`src/rtl/pbu_pkg.sv`:
```
// -----------------------------------------------------------------------------
// pbu_pkg
// Shared types, widths and register codes of the pixel blend unit.
// -----------------------------------------------------------------------------
package pbu_pkg;

	localparam int PIXEL_W   = 32;
	localparam int CHAN_W    = 8;
	localparam int CFG_IDX_W = 2;

	// Configuration register indexes.
	localparam logic [CFG_IDX_W-1:0] CFG_BLEND_MODE  = 2'd0;
	localparam logic [CFG_IDX_W-1:0] CFG_ALPHA_LEVEL = 2'd1;
	localparam logic [CFG_IDX_W-1:0] CFG_TINT_COLOR  = 2'd2;
	localparam logic [CFG_IDX_W-1:0] CFG_KEY_COLOR   = 2'd3;

	// Reset values of the configuration registers.
	localparam logic [CHAN_W-1:0]  ALPHA_RESET = 8'hFF;
	localparam logic [PIXEL_W-1:0] TINT_RESET  = 32'h0000_0000;
	localparam logic [PIXEL_W-1:0] KEY_RESET   = 32'hFFFF_FFFF;

	// Blend operations.
	typedef enum logic [3:0] {
		MODE_NONE        = 4'd0,
		MODE_COPY        = 4'd1,
		MODE_KEY_COPY    = 4'd2,
		MODE_ADD         = 4'd3,
		MODE_MULTIPLY    = 4'd4,
		MODE_SUBTRACT    = 4'd5,
		MODE_SCREEN      = 4'd6,
		MODE_ALPHA       = 4'd7,
		MODE_BLACKEN     = 4'd8,
		MODE_WHITEN      = 4'd9,
		MODE_KEY_ADD     = 4'd10,
		MODE_AVERAGE     = 4'd11,
		MODE_KEY_BLACKEN = 4'd12,
		MODE_TINT        = 4'd13,
		MODE_RED         = 4'd14,
		MODE_EFFECT      = 4'd15
	} blend_mode_t;

	// One result item as it leaves the datapath.
	typedef struct packed {
		logic [PIXEL_W-1:0] pixel;
		logic               we;
	} blend_result_t;

endpackage

```
`src/rtl/pbu_chan.sv`:
```
// -----------------------------------------------------------------------------
// pbu_chan
// Per-channel arithmetic: combines the destination, source and tint channels of one color.
// -----------------------------------------------------------------------------
module pbu_chan
	import pbu_pkg::*;
(
	input  blend_mode_t       mode,
	input  logic [CHAN_W-1:0] alpha_level,
	input  logic [CHAN_W-1:0] d,
	input  logic [CHAN_W-1:0] s,
	input  logic [CHAN_W-1:0] t,
	output logic [CHAN_W-1:0] result
);

	logic [CHAN_W:0]     sum_ds;
	logic [CHAN_W:0]     sum_sa;
	logic [2*CHAN_W-1:0] prod_xs;
	logic [CHAN_W-1:0]   inv_alpha;
	logic [2*CHAN_W-1:0] prod_da;
	logic [2*CHAN_W-1:0] prod_sa;
	logic [2*CHAN_W:0]   mix;
	logic [CHAN_W+1:0]   screen;
	logic [CHAN_W-1:0]   add_sat;

	// Shared products and sums.
	always_comb begin
		sum_ds    = {1'b0, d} + {1'b0, s};
		sum_sa    = {1'b0, s} + {1'b0, alpha_level};
		prod_xs   = ((mode == MODE_TINT) ? t : d) * s;
		inv_alpha = 8'hFF - alpha_level;
		prod_da   = d * inv_alpha;
		prod_sa   = s * alpha_level;
		mix       = {1'b0, prod_da} + {1'b0, prod_sa};
		screen    = {1'b0, sum_ds} - {2'b00, prod_xs[2*CHAN_W-1:CHAN_W]};
		add_sat   = sum_ds[CHAN_W] ? 8'hFF : sum_ds[CHAN_W-1:0];
	end

	// Select the operation of the current mode.
	always_comb begin
		case (mode) inside
			MODE_ADD, MODE_KEY_ADD: result = add_sat;
			MODE_MULTIPLY, MODE_TINT: result = prod_xs[2*CHAN_W-1:CHAN_W];
			MODE_SUBTRACT: result = (d > s) ? (d - s) : '0;
			MODE_SCREEN: result = (screen > 10'd255) ? 8'hFF : screen[CHAN_W-1:0];
			MODE_ALPHA: result = mix[2*CHAN_W-1:CHAN_W];
			MODE_BLACKEN, MODE_KEY_BLACKEN:
				result = (s < alpha_level) ? '0 : (s - alpha_level);
			MODE_WHITEN: result = sum_sa[CHAN_W] ? 8'hFF : sum_sa[CHAN_W-1:0];
			MODE_AVERAGE: result = sum_ds[CHAN_W:1];
			default: result = '0;
		endcase
	end

endmodule

```
`src/rtl/pbu_datapath.sv`:
```
// -----------------------------------------------------------------------------
// pbu_datapath
// Key and zero tests, mode decode and the three color channels of one item.
// -----------------------------------------------------------------------------
module pbu_datapath
	import pbu_pkg::*;
(
	input  blend_mode_t        mode,
	input  logic [CHAN_W-1:0]  alpha_level,
	input  logic [PIXEL_W-1:0] tint_color,
	input  logic [PIXEL_W-1:0] key_color,
	input  logic [PIXEL_W-1:0] src,
	input  logic [PIXEL_W-1:0] dst,
	output blend_result_t      result
);

	logic               is_key;
	logic               src_zero;
	logic               dst_zero;
	logic               dst_key;
	logic [CHAN_W-1:0]  out_a;
	logic [CHAN_W-1:0]  out_r;
	logic [CHAN_W-1:0]  out_g;
	logic [CHAN_W-1:0]  out_b;
	logic [PIXEL_W-1:0] combined;
	logic [PIXEL_W-1:0] px;
	logic               we;

	// Whole-pixel tests.
	assign is_key   = (src == key_color);
	assign src_zero = (src == '0);
	assign dst_zero = (dst == '0);
	assign dst_key  = (dst == key_color);

	// One arithmetic unit per color channel.
	pbu_chan u_chan_r (
		.mode        (mode),
		.alpha_level (alpha_level),
		.d           (dst[23:16]),
		.s           (src[23:16]),
		.t           (tint_color[23:16]),
		.result      (out_r)
	);

	pbu_chan u_chan_g (
		.mode        (mode),
		.alpha_level (alpha_level),
		.d           (dst[15:8]),
		.s           (src[15:8]),
		.t           (tint_color[15:8]),
		.result      (out_g)
	);

	pbu_chan u_chan_b (
		.mode        (mode),
		.alpha_level (alpha_level),
		.d           (dst[7:0]),
		.s           (src[7:0]),
		.t           (tint_color[7:0]),
		.result      (out_b)
	);

	// Alpha comes from the tint color in tint mode, else from the destination.
	always_comb begin
		out_a = (mode == MODE_TINT) ? tint_color[31:24] : dst[31:24];
		if (mode == MODE_RED) begin
			combined = {out_a, src[23:16], 16'h0000};
		end else begin
			combined = {out_a, out_r, out_g, out_b};
		end
	end

	// Decide whether the destination is written and with what.
	always_comb begin
		we = 1'b0;
		px = '0;
		unique case (mode) inside
			MODE_COPY: begin
				we = 1'b1;
				px = src;
			end
			MODE_KEY_COPY: begin
				we = !is_key;
				px = src;
			end
			MODE_ADD, MODE_SCREEN, MODE_KEY_ADD: begin
				we = !(src_zero || dst_key);
				px = is_key ? src : combined;
			end
			MODE_MULTIPLY, MODE_ALPHA, MODE_WHITEN, MODE_AVERAGE: begin
				we = !is_key;
				px = combined;
			end
			MODE_SUBTRACT: begin
				we = !src_zero && !dst_zero;
				px = combined;
			end
			MODE_BLACKEN: begin
				we = 1'b1;
				px = src_zero ? '0 : combined;
			end
			MODE_KEY_BLACKEN, MODE_TINT, MODE_RED: begin
				we = src_zero || !is_key;
				px = src_zero ? '0 : combined;
			end
			default: begin
				we = 1'b0;
				px = '0;
			end
		endcase
		result.we    = we;
		result.pixel = we ? px : '0;
	end

endmodule

```
`src/rtl/pixel_blend_unit.sv`:
```
// -----------------------------------------------------------------------------
// pixel_blend_unit
// Per-pixel blend stage of a 2D blitter with a transparent key color.
// -----------------------------------------------------------------------------
// Usage:
// The input channel (in_valid, in_ready, src_pixel, dst_pixel) takes one
// source and one destination ARGB pixel per item. The output channel
// (out_valid, out_ready, out_pixel, write_enable) returns one item per input
// item, in order: the new destination pixel and its write enable.
// Configuration is written through cfg_we, cfg_index and cfg_data while no
// items are in flight; a write takes effect at the next clock edge.
// An accepted item passes the input register, then the result register, and
// out_valid rises once the result register holds it. Throughput is one item
// per cycle while out_ready stays high, set by the single combinational pass
// of the datapath between the two registers.
// Reset clears both pipeline stages and loads the register defaults (mode
// none, alpha 255, tint 0, key white). When the receiver stalls, the result
// register holds its item and one more item waits in the input register;
// in_ready then drops until out_ready returns.
// -----------------------------------------------------------------------------
module pixel_blend_unit
	import pbu_pkg::*;
(
	input  logic                 clk,
	input  logic                 arst_n,
	input  logic                 in_valid,
	output logic                 in_ready,
	input  logic [PIXEL_W-1:0]   src_pixel,
	input  logic [PIXEL_W-1:0]   dst_pixel,
	output logic                 out_valid,
	input  logic                 out_ready,
	output logic [PIXEL_W-1:0]   out_pixel,
	output logic                 write_enable,
	input  logic                 cfg_we,
	input  logic [CFG_IDX_W-1:0] cfg_index,
	input  logic [PIXEL_W-1:0]   cfg_data
);

	blend_mode_t        blend_mode_q;
	logic [CHAN_W-1:0]  alpha_level_q;
	logic [PIXEL_W-1:0] tint_color_q;
	logic [PIXEL_W-1:0] key_color_q;

	logic               valid_s1;
	logic [PIXEL_W-1:0] src_s1;
	logic [PIXEL_W-1:0] dst_s1;
	logic               valid_s2;
	logic [PIXEL_W-1:0] pixel_s2;
	logic               we_s2;

	logic               adv_s2;
	blend_result_t      result;

	// Configuration registers.
	always_ff @(posedge clk or negedge arst_n) begin
		if (!arst_n) begin
			blend_mode_q  <= MODE_NONE;
			alpha_level_q <= ALPHA_RESET;
			tint_color_q  <= TINT_RESET;
			key_color_q   <= KEY_RESET;
		end else if (cfg_we) begin
			unique case (cfg_index)
				CFG_BLEND_MODE:  blend_mode_q  <= blend_mode_t'(cfg_data[3:0]);
				CFG_ALPHA_LEVEL: alpha_level_q <= cfg_data[CHAN_W-1:0];
				CFG_TINT_COLOR:  tint_color_q  <= cfg_data;
				CFG_KEY_COLOR:   key_color_q   <= cfg_data;
				default: ;
			endcase
		end
	end

	// Pipeline flow control: the result register moves when empty or taken.
	assign adv_s2   = !valid_s2 || out_ready;
	assign in_ready = !valid_s1 || adv_s2;

	// Input register.
	always_ff @(posedge clk or negedge arst_n) begin
		if (!arst_n) begin
			valid_s1 <= 1'b0;
		end else if (in_ready) begin
			valid_s1 <= in_valid;
		end
	end

	always_ff @(posedge clk) begin
		if (in_ready && in_valid) begin
			src_s1 <= src_pixel;
			dst_s1 <= dst_pixel;
		end
	end

	// Blend datapath.
	pbu_datapath u_datapath (
		.mode        (blend_mode_q),
		.alpha_level (alpha_level_q),
		.tint_color  (tint_color_q),
		.key_color   (key_color_q),
		.src         (src_s1),
		.dst         (dst_s1),
		.result      (result)
	);

	// Result register.
	always_ff @(posedge clk or negedge arst_n) begin
		if (!arst_n) begin
			valid_s2 <= 1'b0;
		end else if (adv_s2) begin
			valid_s2 <= valid_s1;
		end
	end

	always_ff @(posedge clk) begin
		if (adv_s2 && valid_s1) begin
			pixel_s2 <= result.pixel;
			we_s2    <= result.we;
		end
	end

	assign out_valid    = valid_s2;
	assign out_pixel    = pixel_s2;
	assign write_enable = we_s2;

endmodule

```
`config.mk`:
```
export PLATFORM = sky130hd
export DESIGN_NAME = pixel_blend_unit
export DESIGN_NICKNAME = d
export VERILOG_FILES = /design/src/rtl/pbu_pkg.sv /design/src/rtl/pbu_chan.sv /design/src/rtl/pbu_datapath.sv /design/src/rtl/pixel_blend_unit.sv
export SDC_FILE = /design/constraint.sdc
export NUM_CORES = 2
export LEC_CHECK = 0
export BUFFER_PORTS_ARGS = -buffer_cell sky130_fd_sc_hd__buf_2
export CORE_MARGIN = 4
export CORE_UTILIZATION = 40
export CTS_CLUSTER_SIZE = 30
export DETAILED_ROUTE_END_ITERATION = 10
export SLEW_MARGIN = 5
export SYNTH_ARGS = -nofsm -noshare
export SYNTH_HDL_FRONTEND = slang
export SYNTH_SLANG_ARGS = --single-unit
```
`constraint.sdc`:
```
create_clock -name clk -period 15.5 [get_ports clk]
set_input_delay 2.325 -clock clk [delete_from_list [all_inputs] [get_ports clk]]
set_output_delay 2.325 -clock clk [all_outputs]
set_load 0.01 [all_outputs]
```
# == Word-level counts from Yosys, hierarchy flattened ==
# Cells that the tools add are included.
# totals
wordCells,144
rom_bits,0
reg_bits,175
output_inout_bits,35
ramBits,0
latchBits,0
n_memories,0
# classes
add_sub_neg,19
multipliers,9
shifts,0
muxes,48
n_eq_ne,19
div,0
bitwise,0
magnitude_cmp,9
reduce_logical,30
# op_table
operator,n
two-way mux 8 bit,43
multiplier 8 x 8 -> 16 bit,9
case mux 32 bit (4 select lines),1
== test 32 bit,2
zero test 32 bit,2
two-way mux 32 bit,2
adder 8 x 8 -> 9 bit,6
adder 16 bit,3
subtractor 8 bit,6
> comparator 10 x 8 -> 1 bit (second input constant),3
subtractor 9 x 8 -> 10 bit,3
== test 4 bit (second input constant),7
> comparator 8 bit,3
< comparator 8 bit,3
two-way mux 24 bit,1
== test 4 x 3 -> 1 bit (second input constant),4
OR reduction 2 bit,5
OR reduction 5 bit,2
== test 4 x 2 -> 1 bit (second input constant),2
AND reduction 2 bit,4
subtractor 8 bit (first input constant),1
zero test 1 bit,6
OR reduction 3 bit,2
case mux 1 bit (5 select lines),1
other kinds (7),13

# == Depth between registers and ports, before layout ==
# depth
depth_word,13
depth_mapped,34
ltp_nobuf,30

# == By module ==
# A second synthesis with hierarchy kept.
# unflattened
hier_cells,3561
area_unflattened_um2,32930.3
# modules_own_cells
module,cells_each,area_each_um2,n_inst
pbu_chan at u_datapath.u_chan_g,1014,8381.8,1
pbu_chan at u_datapath.u_chan_b,996,8264.2,1
pbu_chan at u_datapath.u_chan_r,1003,8196.6,1
pixel_blend_unit,267,5893.2,1
pbu_datapath,281,2194.6,1

# == Worst setup path after synthesis ==
# No wires, ideal clock.
# synth_timing
kind,flip-flop to flip-flop
start,register blend_mode_q[1]
end,"register pixel_s2[21], in the netlist out_pixel[21], data pin"
stages_incl_launch_ff,30
required_time_ns,15.353
setup_ns,0.147
period_less_slack_ns,8.000
slack_ns,7.500
t_arrival_ns,7.853
cell_sequence,dfrtp_1 -> and4b_1 -> buf_4 -> buf_1 -> clkbuf_1 -> mux2i_1 -> nand2b_1 -> fa_1 -> fa_1 -> inv_1 -> fa_1 -> inv_1 -> fa_1 -> inv_1 -> ha_1 -> a21oi_1 -> o21ai_0 -> a21oi_1 -> a21oi_1 -> a211oi_1 -> xor2_1 -> ha_1 -> and3_1 -> a221oi_1 -> nor2_1 -> a22o_1 -> o31ai_1 -> o22ai_1 -> o221a_2 -> o2bb2ai_1
# synth_between
elab_chain_cells,13
elab_cells_between_ends,42
classes_between,add/sub (1); mul (1); order compare (1); eq/ne (14); mux (15); reduce/logical (10)
# synth_rtl
element,line,text
from (decl),pixel_blend_unit.sv:39,blend_mode_t blend_mode_q;
from (signal assigned),pixel_blend_unit.sv:63,CFG_BLEND_MODE: blend_mode_q <= blend_mode_t'(cfg_data[3:0]);
== test 4 bit,pbu_chan.sv:30,prod_xs = ((mode == MODE_TINT) ? t : d) * s;
two-way mux 8 bit,pbu_chan.sv:30,
multiplier 8 x 8 -> 16 bit,pbu_chan.sv:30,
subtractor 9 x 8 -> 10 bit,pbu_chan.sv:35,"screen = {1'b0, sum_ds} - {2'b00, prod_xs[2*CHAN_W-1:CHAN_W]};"
> comparator 10 x 8 -> 1 bit,pbu_chan.sv:45,MODE_SCREEN: result = (screen > 10'd255) ? 8'hFF : screen[CHAN_W-1:0];
two-way mux 8 bit,pbu_chan.sv:45,
two-way mux 8 bit (4 in a row),pbu_chan.sv:41,case (mode) inside
two-way mux 24 bit,pbu_datapath.sv:66,if (mode == MODE_RED) begin
two-way mux 32 bit (on tied branches),"pbu_datapath.sv:100, pbu_datapath.sv:104, pbu_datapath.sv:88",
case mux 32 bit (4 select lines),pbu_datapath.sv:77,unique case (mode) inside
to (signal assigned),pixel_blend_unit.sv:114,pixel_s2 <= result.pixel;
to (decl),pixel_blend_unit.sv:48,logic [PIXEL_W-1:0] pixel_s2;
# Parallel ways exist; a longest one is shown, timed or not.
# A chain may end at the register's enable or synchronous reset.

# == Worst setup path after layout ==
# layout_timing
start,register blend_mode_q[0]
end,"register pixel_s2[8], in the netlist out_pixel[8], data pin"
# Same word-level chain as after synthesis.

==> flow_summary.yaml <==
clock_tree:
  numCtsBuffers: 17
  cts_root_buf: "clkbuf_16"
  ctsHoldBuffers: 0
  clk_pin_slew_worst_paths_ps: 100
  clk-insertion-delay-late_ps: 510
  cts_setup_buffers: 0
  clkSinkCount: 175
  h-tree-depth: 4
  clockBufferDepth: 2
  cts_tree: "done"
  cts.repair.resized: 0
setup_path:
  worstRegToRegCells: 28
  end_kind: "flop"
  reg2reg_slack_ps: 6250
  worst_path_largest_cell_delay_ps: 820
  worstSetupStartpointType: "flop"
  crit_buf_inv: 3
  worst-path-max-fanout: 25
  critPathKind: "reg2reg"
  cp_common_cell: "fa_1"
  arrival_ps: 9610
  worstPathRequired_ps: 15860
  critical-path-slowest-cell: "dfrtp_1"
  crit_family: "compound AO/OA/AOI/OAI gates"
  r2r_end: "out_pixel[8]$_SDFFCE_PN0P_"
  r2r-start: "blend_mode_q[0]$_DFFE_PN0P_"
routing:
  via_per_inst: 5.57
  postRouteWirelength_mm: 107
  drt-wirelength-per-cell_um: 22.8
  drcViolationCount: 0
  detailroute.via_count: 26100
  drt_pass1_iterations: 6
  antenna_left: 0
  drt_iter0_drc: 2182
finish:
  seq_area_um2: 4910
  nets: 4527
  postLayoutCoreUtil: 0.437
  num-fill-cells: 7883
  multi_input_area_um2: 24100
  syn_to_final_growth_pct: 8.35
  drive_gt1_frac: 0.110
timing:
  hold_viol: 0
  fin_crit_ps: 9250
  drv_slew: 0
  finalSetupViolCount: 0
  fin_skew_ps: 20.5
  maxSlewHeadroom: 0.258
  fin_setup_tns_ps: 0
  grt_setup_unrepaired: "false"
  tightest_slew_ps: 1110
  finalCritPeriodShare: 0.597
  clock.fmax_mhz: 108
floorplan:
  die_h_um: 290
  ios: 138
  chipWidth_um: 290
  coreArea_um2: 78900
  die-area_um2: 84000
  rows: 103
  start_util: 0.403
hold_path:
  min-delay-start: "tint_color_q[3]$_DFFE_PN0P_"
  holdPathStages: 1
  min_to: "tint_color_q[3]$_DFFE_PN0P_"
  min_path_type: "reg2reg"
global_route:
  grt_pass1_wl_mm: 162
  first_global_vias: 26300
  grt_max_degree: 65
  antenna_found_initial: 3
  track_usage: 0.252
  grt-ovfl-total: 0
logic_synthesis:
  ys_seq_area_frac: 0.155
  syn_area_um2: 31800
  postSynthCellCount: 3536
  synth_edf_count: 97
  yosysWarnings: 0
  yosysUniqueCellTypes: 86
  synth-seq-cells: 175
  async_flop_share: 0.446
  synth_nets: 4446
  ys.flop_type: "edfxtp_1"
  syn_area_per_cell_um2: 8.99
placement:
  portBuffers: 137
  place.gp.congestion: 1.01
  hpwlAfterDp_mm: 81.9
status:
  status: "finished, final reports clean"
flow_run:
  maxCapViolCount: 0
## Yosys cell counts (81+ instances only)
library cell | count | share of area
clkbuf_1 | 133 | 0.016
inv_1 | 574 | 0.068
xor2_1 | 99 | 0.027
nor2_1 | 393 | 0.046
nor2b_1 | 104 | 0.020
a21oi_1 | 132 | 0.021
edfxtp_1 | 97 | 0.092
o21ai_0 | 89 | 0.014
xnor2_1 | 81 | 0.022
fa_1 | 405 | 0.26
nand2_1 | 241 | 0.028
ha_1 | 402 | 0.16
## area by class of cell
class / instances / share of cell area
Sequential cell: 175 / 0.143
Multi-Input combinational cell: 2621 / 0.700
Clock inverter: 15 / 0.00578
Antenna cell: 3 / 0.000218
Inverter: 591 / 0.0644
Tap cell: 1050 / 0.0381
Timing Repair Buffer: 211 / 0.0361
Clock buffer: 17 / 0.0124
## per-stage QoR
| stage | worst slack, ps | std cells | cell area (um^2) | hold WS [ps] |
|---|---|---|---|---|
| after floorplan | 7500 | 3536 | 31800 | 449 |
| after global placement | 6630 | 4648 | 33800 | 465 |
| after detailed placement | 6380 | 4648 | 33800 | 483 |
| after CTS | 6390 | 4680 | 34400 | 507 |
| after global routing | 5820 | 4680 | 34400 | 518 |
| final | 6250 | 4683 | 34400 | 504 |
## flip-flops by register name (all words and copies together), names as in the netlist
| name | count |
|---|---|
| src_s1 | 32 |
| blend_mode_q | 4 |
| dst_s1 | 32 |
| alpha_level_q | 8 |
| write_enable | 1 |
| tint_color_q | 32 |
| valid_s1 | 1 |
| out_valid | 1 |
| key_color_q | 32 |
| out_pixel | 32 |
## how the worst max path moves through the flow
stage	start	end	slack (ps)	depth (start not counted)
after global placement	blend_mode_q[0]$_DFFE_PN0P_	out_pixel[8]$_SDFFCE_PN0P_	6630	28
final	blend_mode_q[0]$_DFFE_PN0P_	out_pixel[8]$_SDFFCE_PN0P_	6250	28
after CTS	blend_mode_q[0]$_DFFE_PN0P_	out_pixel[8]$_SDFFCE_PN0P_	6390	28
after detailed placement	blend_mode_q[0]$_DFFE_PN0P_	out_pixel[8]$_SDFFCE_PN0P_	6380	28
after floorplan	blend_mode_q[1]$_DFFE_PN0P_	out_pixel[21]$_SDFFCE_PN0P_	7500	29
after global routing	blend_mode_q[0]$_DFFE_PN0P_	out_pixel[9]$_SDFFCE_PN0P_	5820	28
## routing by layer
metal | GRT usage | vias up | part of all wire
met5 | 0 | - | 0.00025
met4 | 0.103 | 4 | 0.048
met3 | 0.0475 | 255 | 0.084
met2 | 0.389 | 1196 | 0.44
met1 | 0.350 | 12900 | 0.43
li1 | - | 11700 | -
## logic make-up after synthesis
kind of cell             after synthesis  share of synthesized area
adder cells (fa/ha/maj)              808                      0.414
AND/OR/NAND/NOR                     1016                      0.150
multiplexers                         106                     0.0366
flip-flops                           175                      0.155
buffers and inverters                740                     0.0876
XOR/XNOR                             180                     0.0496
AO/OA/AOI/OAI                        511                      0.108
## cell usage in the layout (no fill, tap or decap), types with 17 or more instances in the layout
cell | netlist | final
and2_1 | 25 | 23
buf_4 | 1 | 75
nor2_1 | 393 | 392
clkbuf_16 | 0 | 17
a21oi_1 | 132 | 132
xor2_1 | 99 | 99
nand2_1 | 241 | 241
mux2_2 | 77 | 77
dfstp_2 | 40 | 40
nand3_1 | 25 | 24
a211oi_1 | 29 | 28
o21ai_0 | 89 | 89
a21o_1 | 29 | 29
o211ai_1 | 18 | 18
nand4_1 | 19 | 19
xnor2_1 | 81 | 81
inv_1 | 574 | 574
o21bai_1 | 18 | 18
mux2i_1 | 27 | 27
dfrtp_1 | 38 | 38
a31oi_1 | 17 | 17
buf_2 | 2 | 136
nand2b_1 | 68 | 68
nor2b_1 | 104 | 104
edfxtp_1 | 97 | 97
nor3_1 | 37 | 37
ha_1 | 402 | 402
nor4_1 | 37 | 37
fa_1 | 405 | 405
## worst register-to-register path, delay by kind of cell (launching register included)
kind | cells | cell delay (ps)
compound gates | 9 | 2590
mux | 1 | 650
xor+xnor | 1 | 160
flops | 1 | 820
simple gates | 8 | 1860
buf+inv | 3 | 600
fa+ha+maj | 6 | 2470
Power is not shown: default switching activity piles up to over one toggle a cycle in this logic, so the estimate is an artifact.
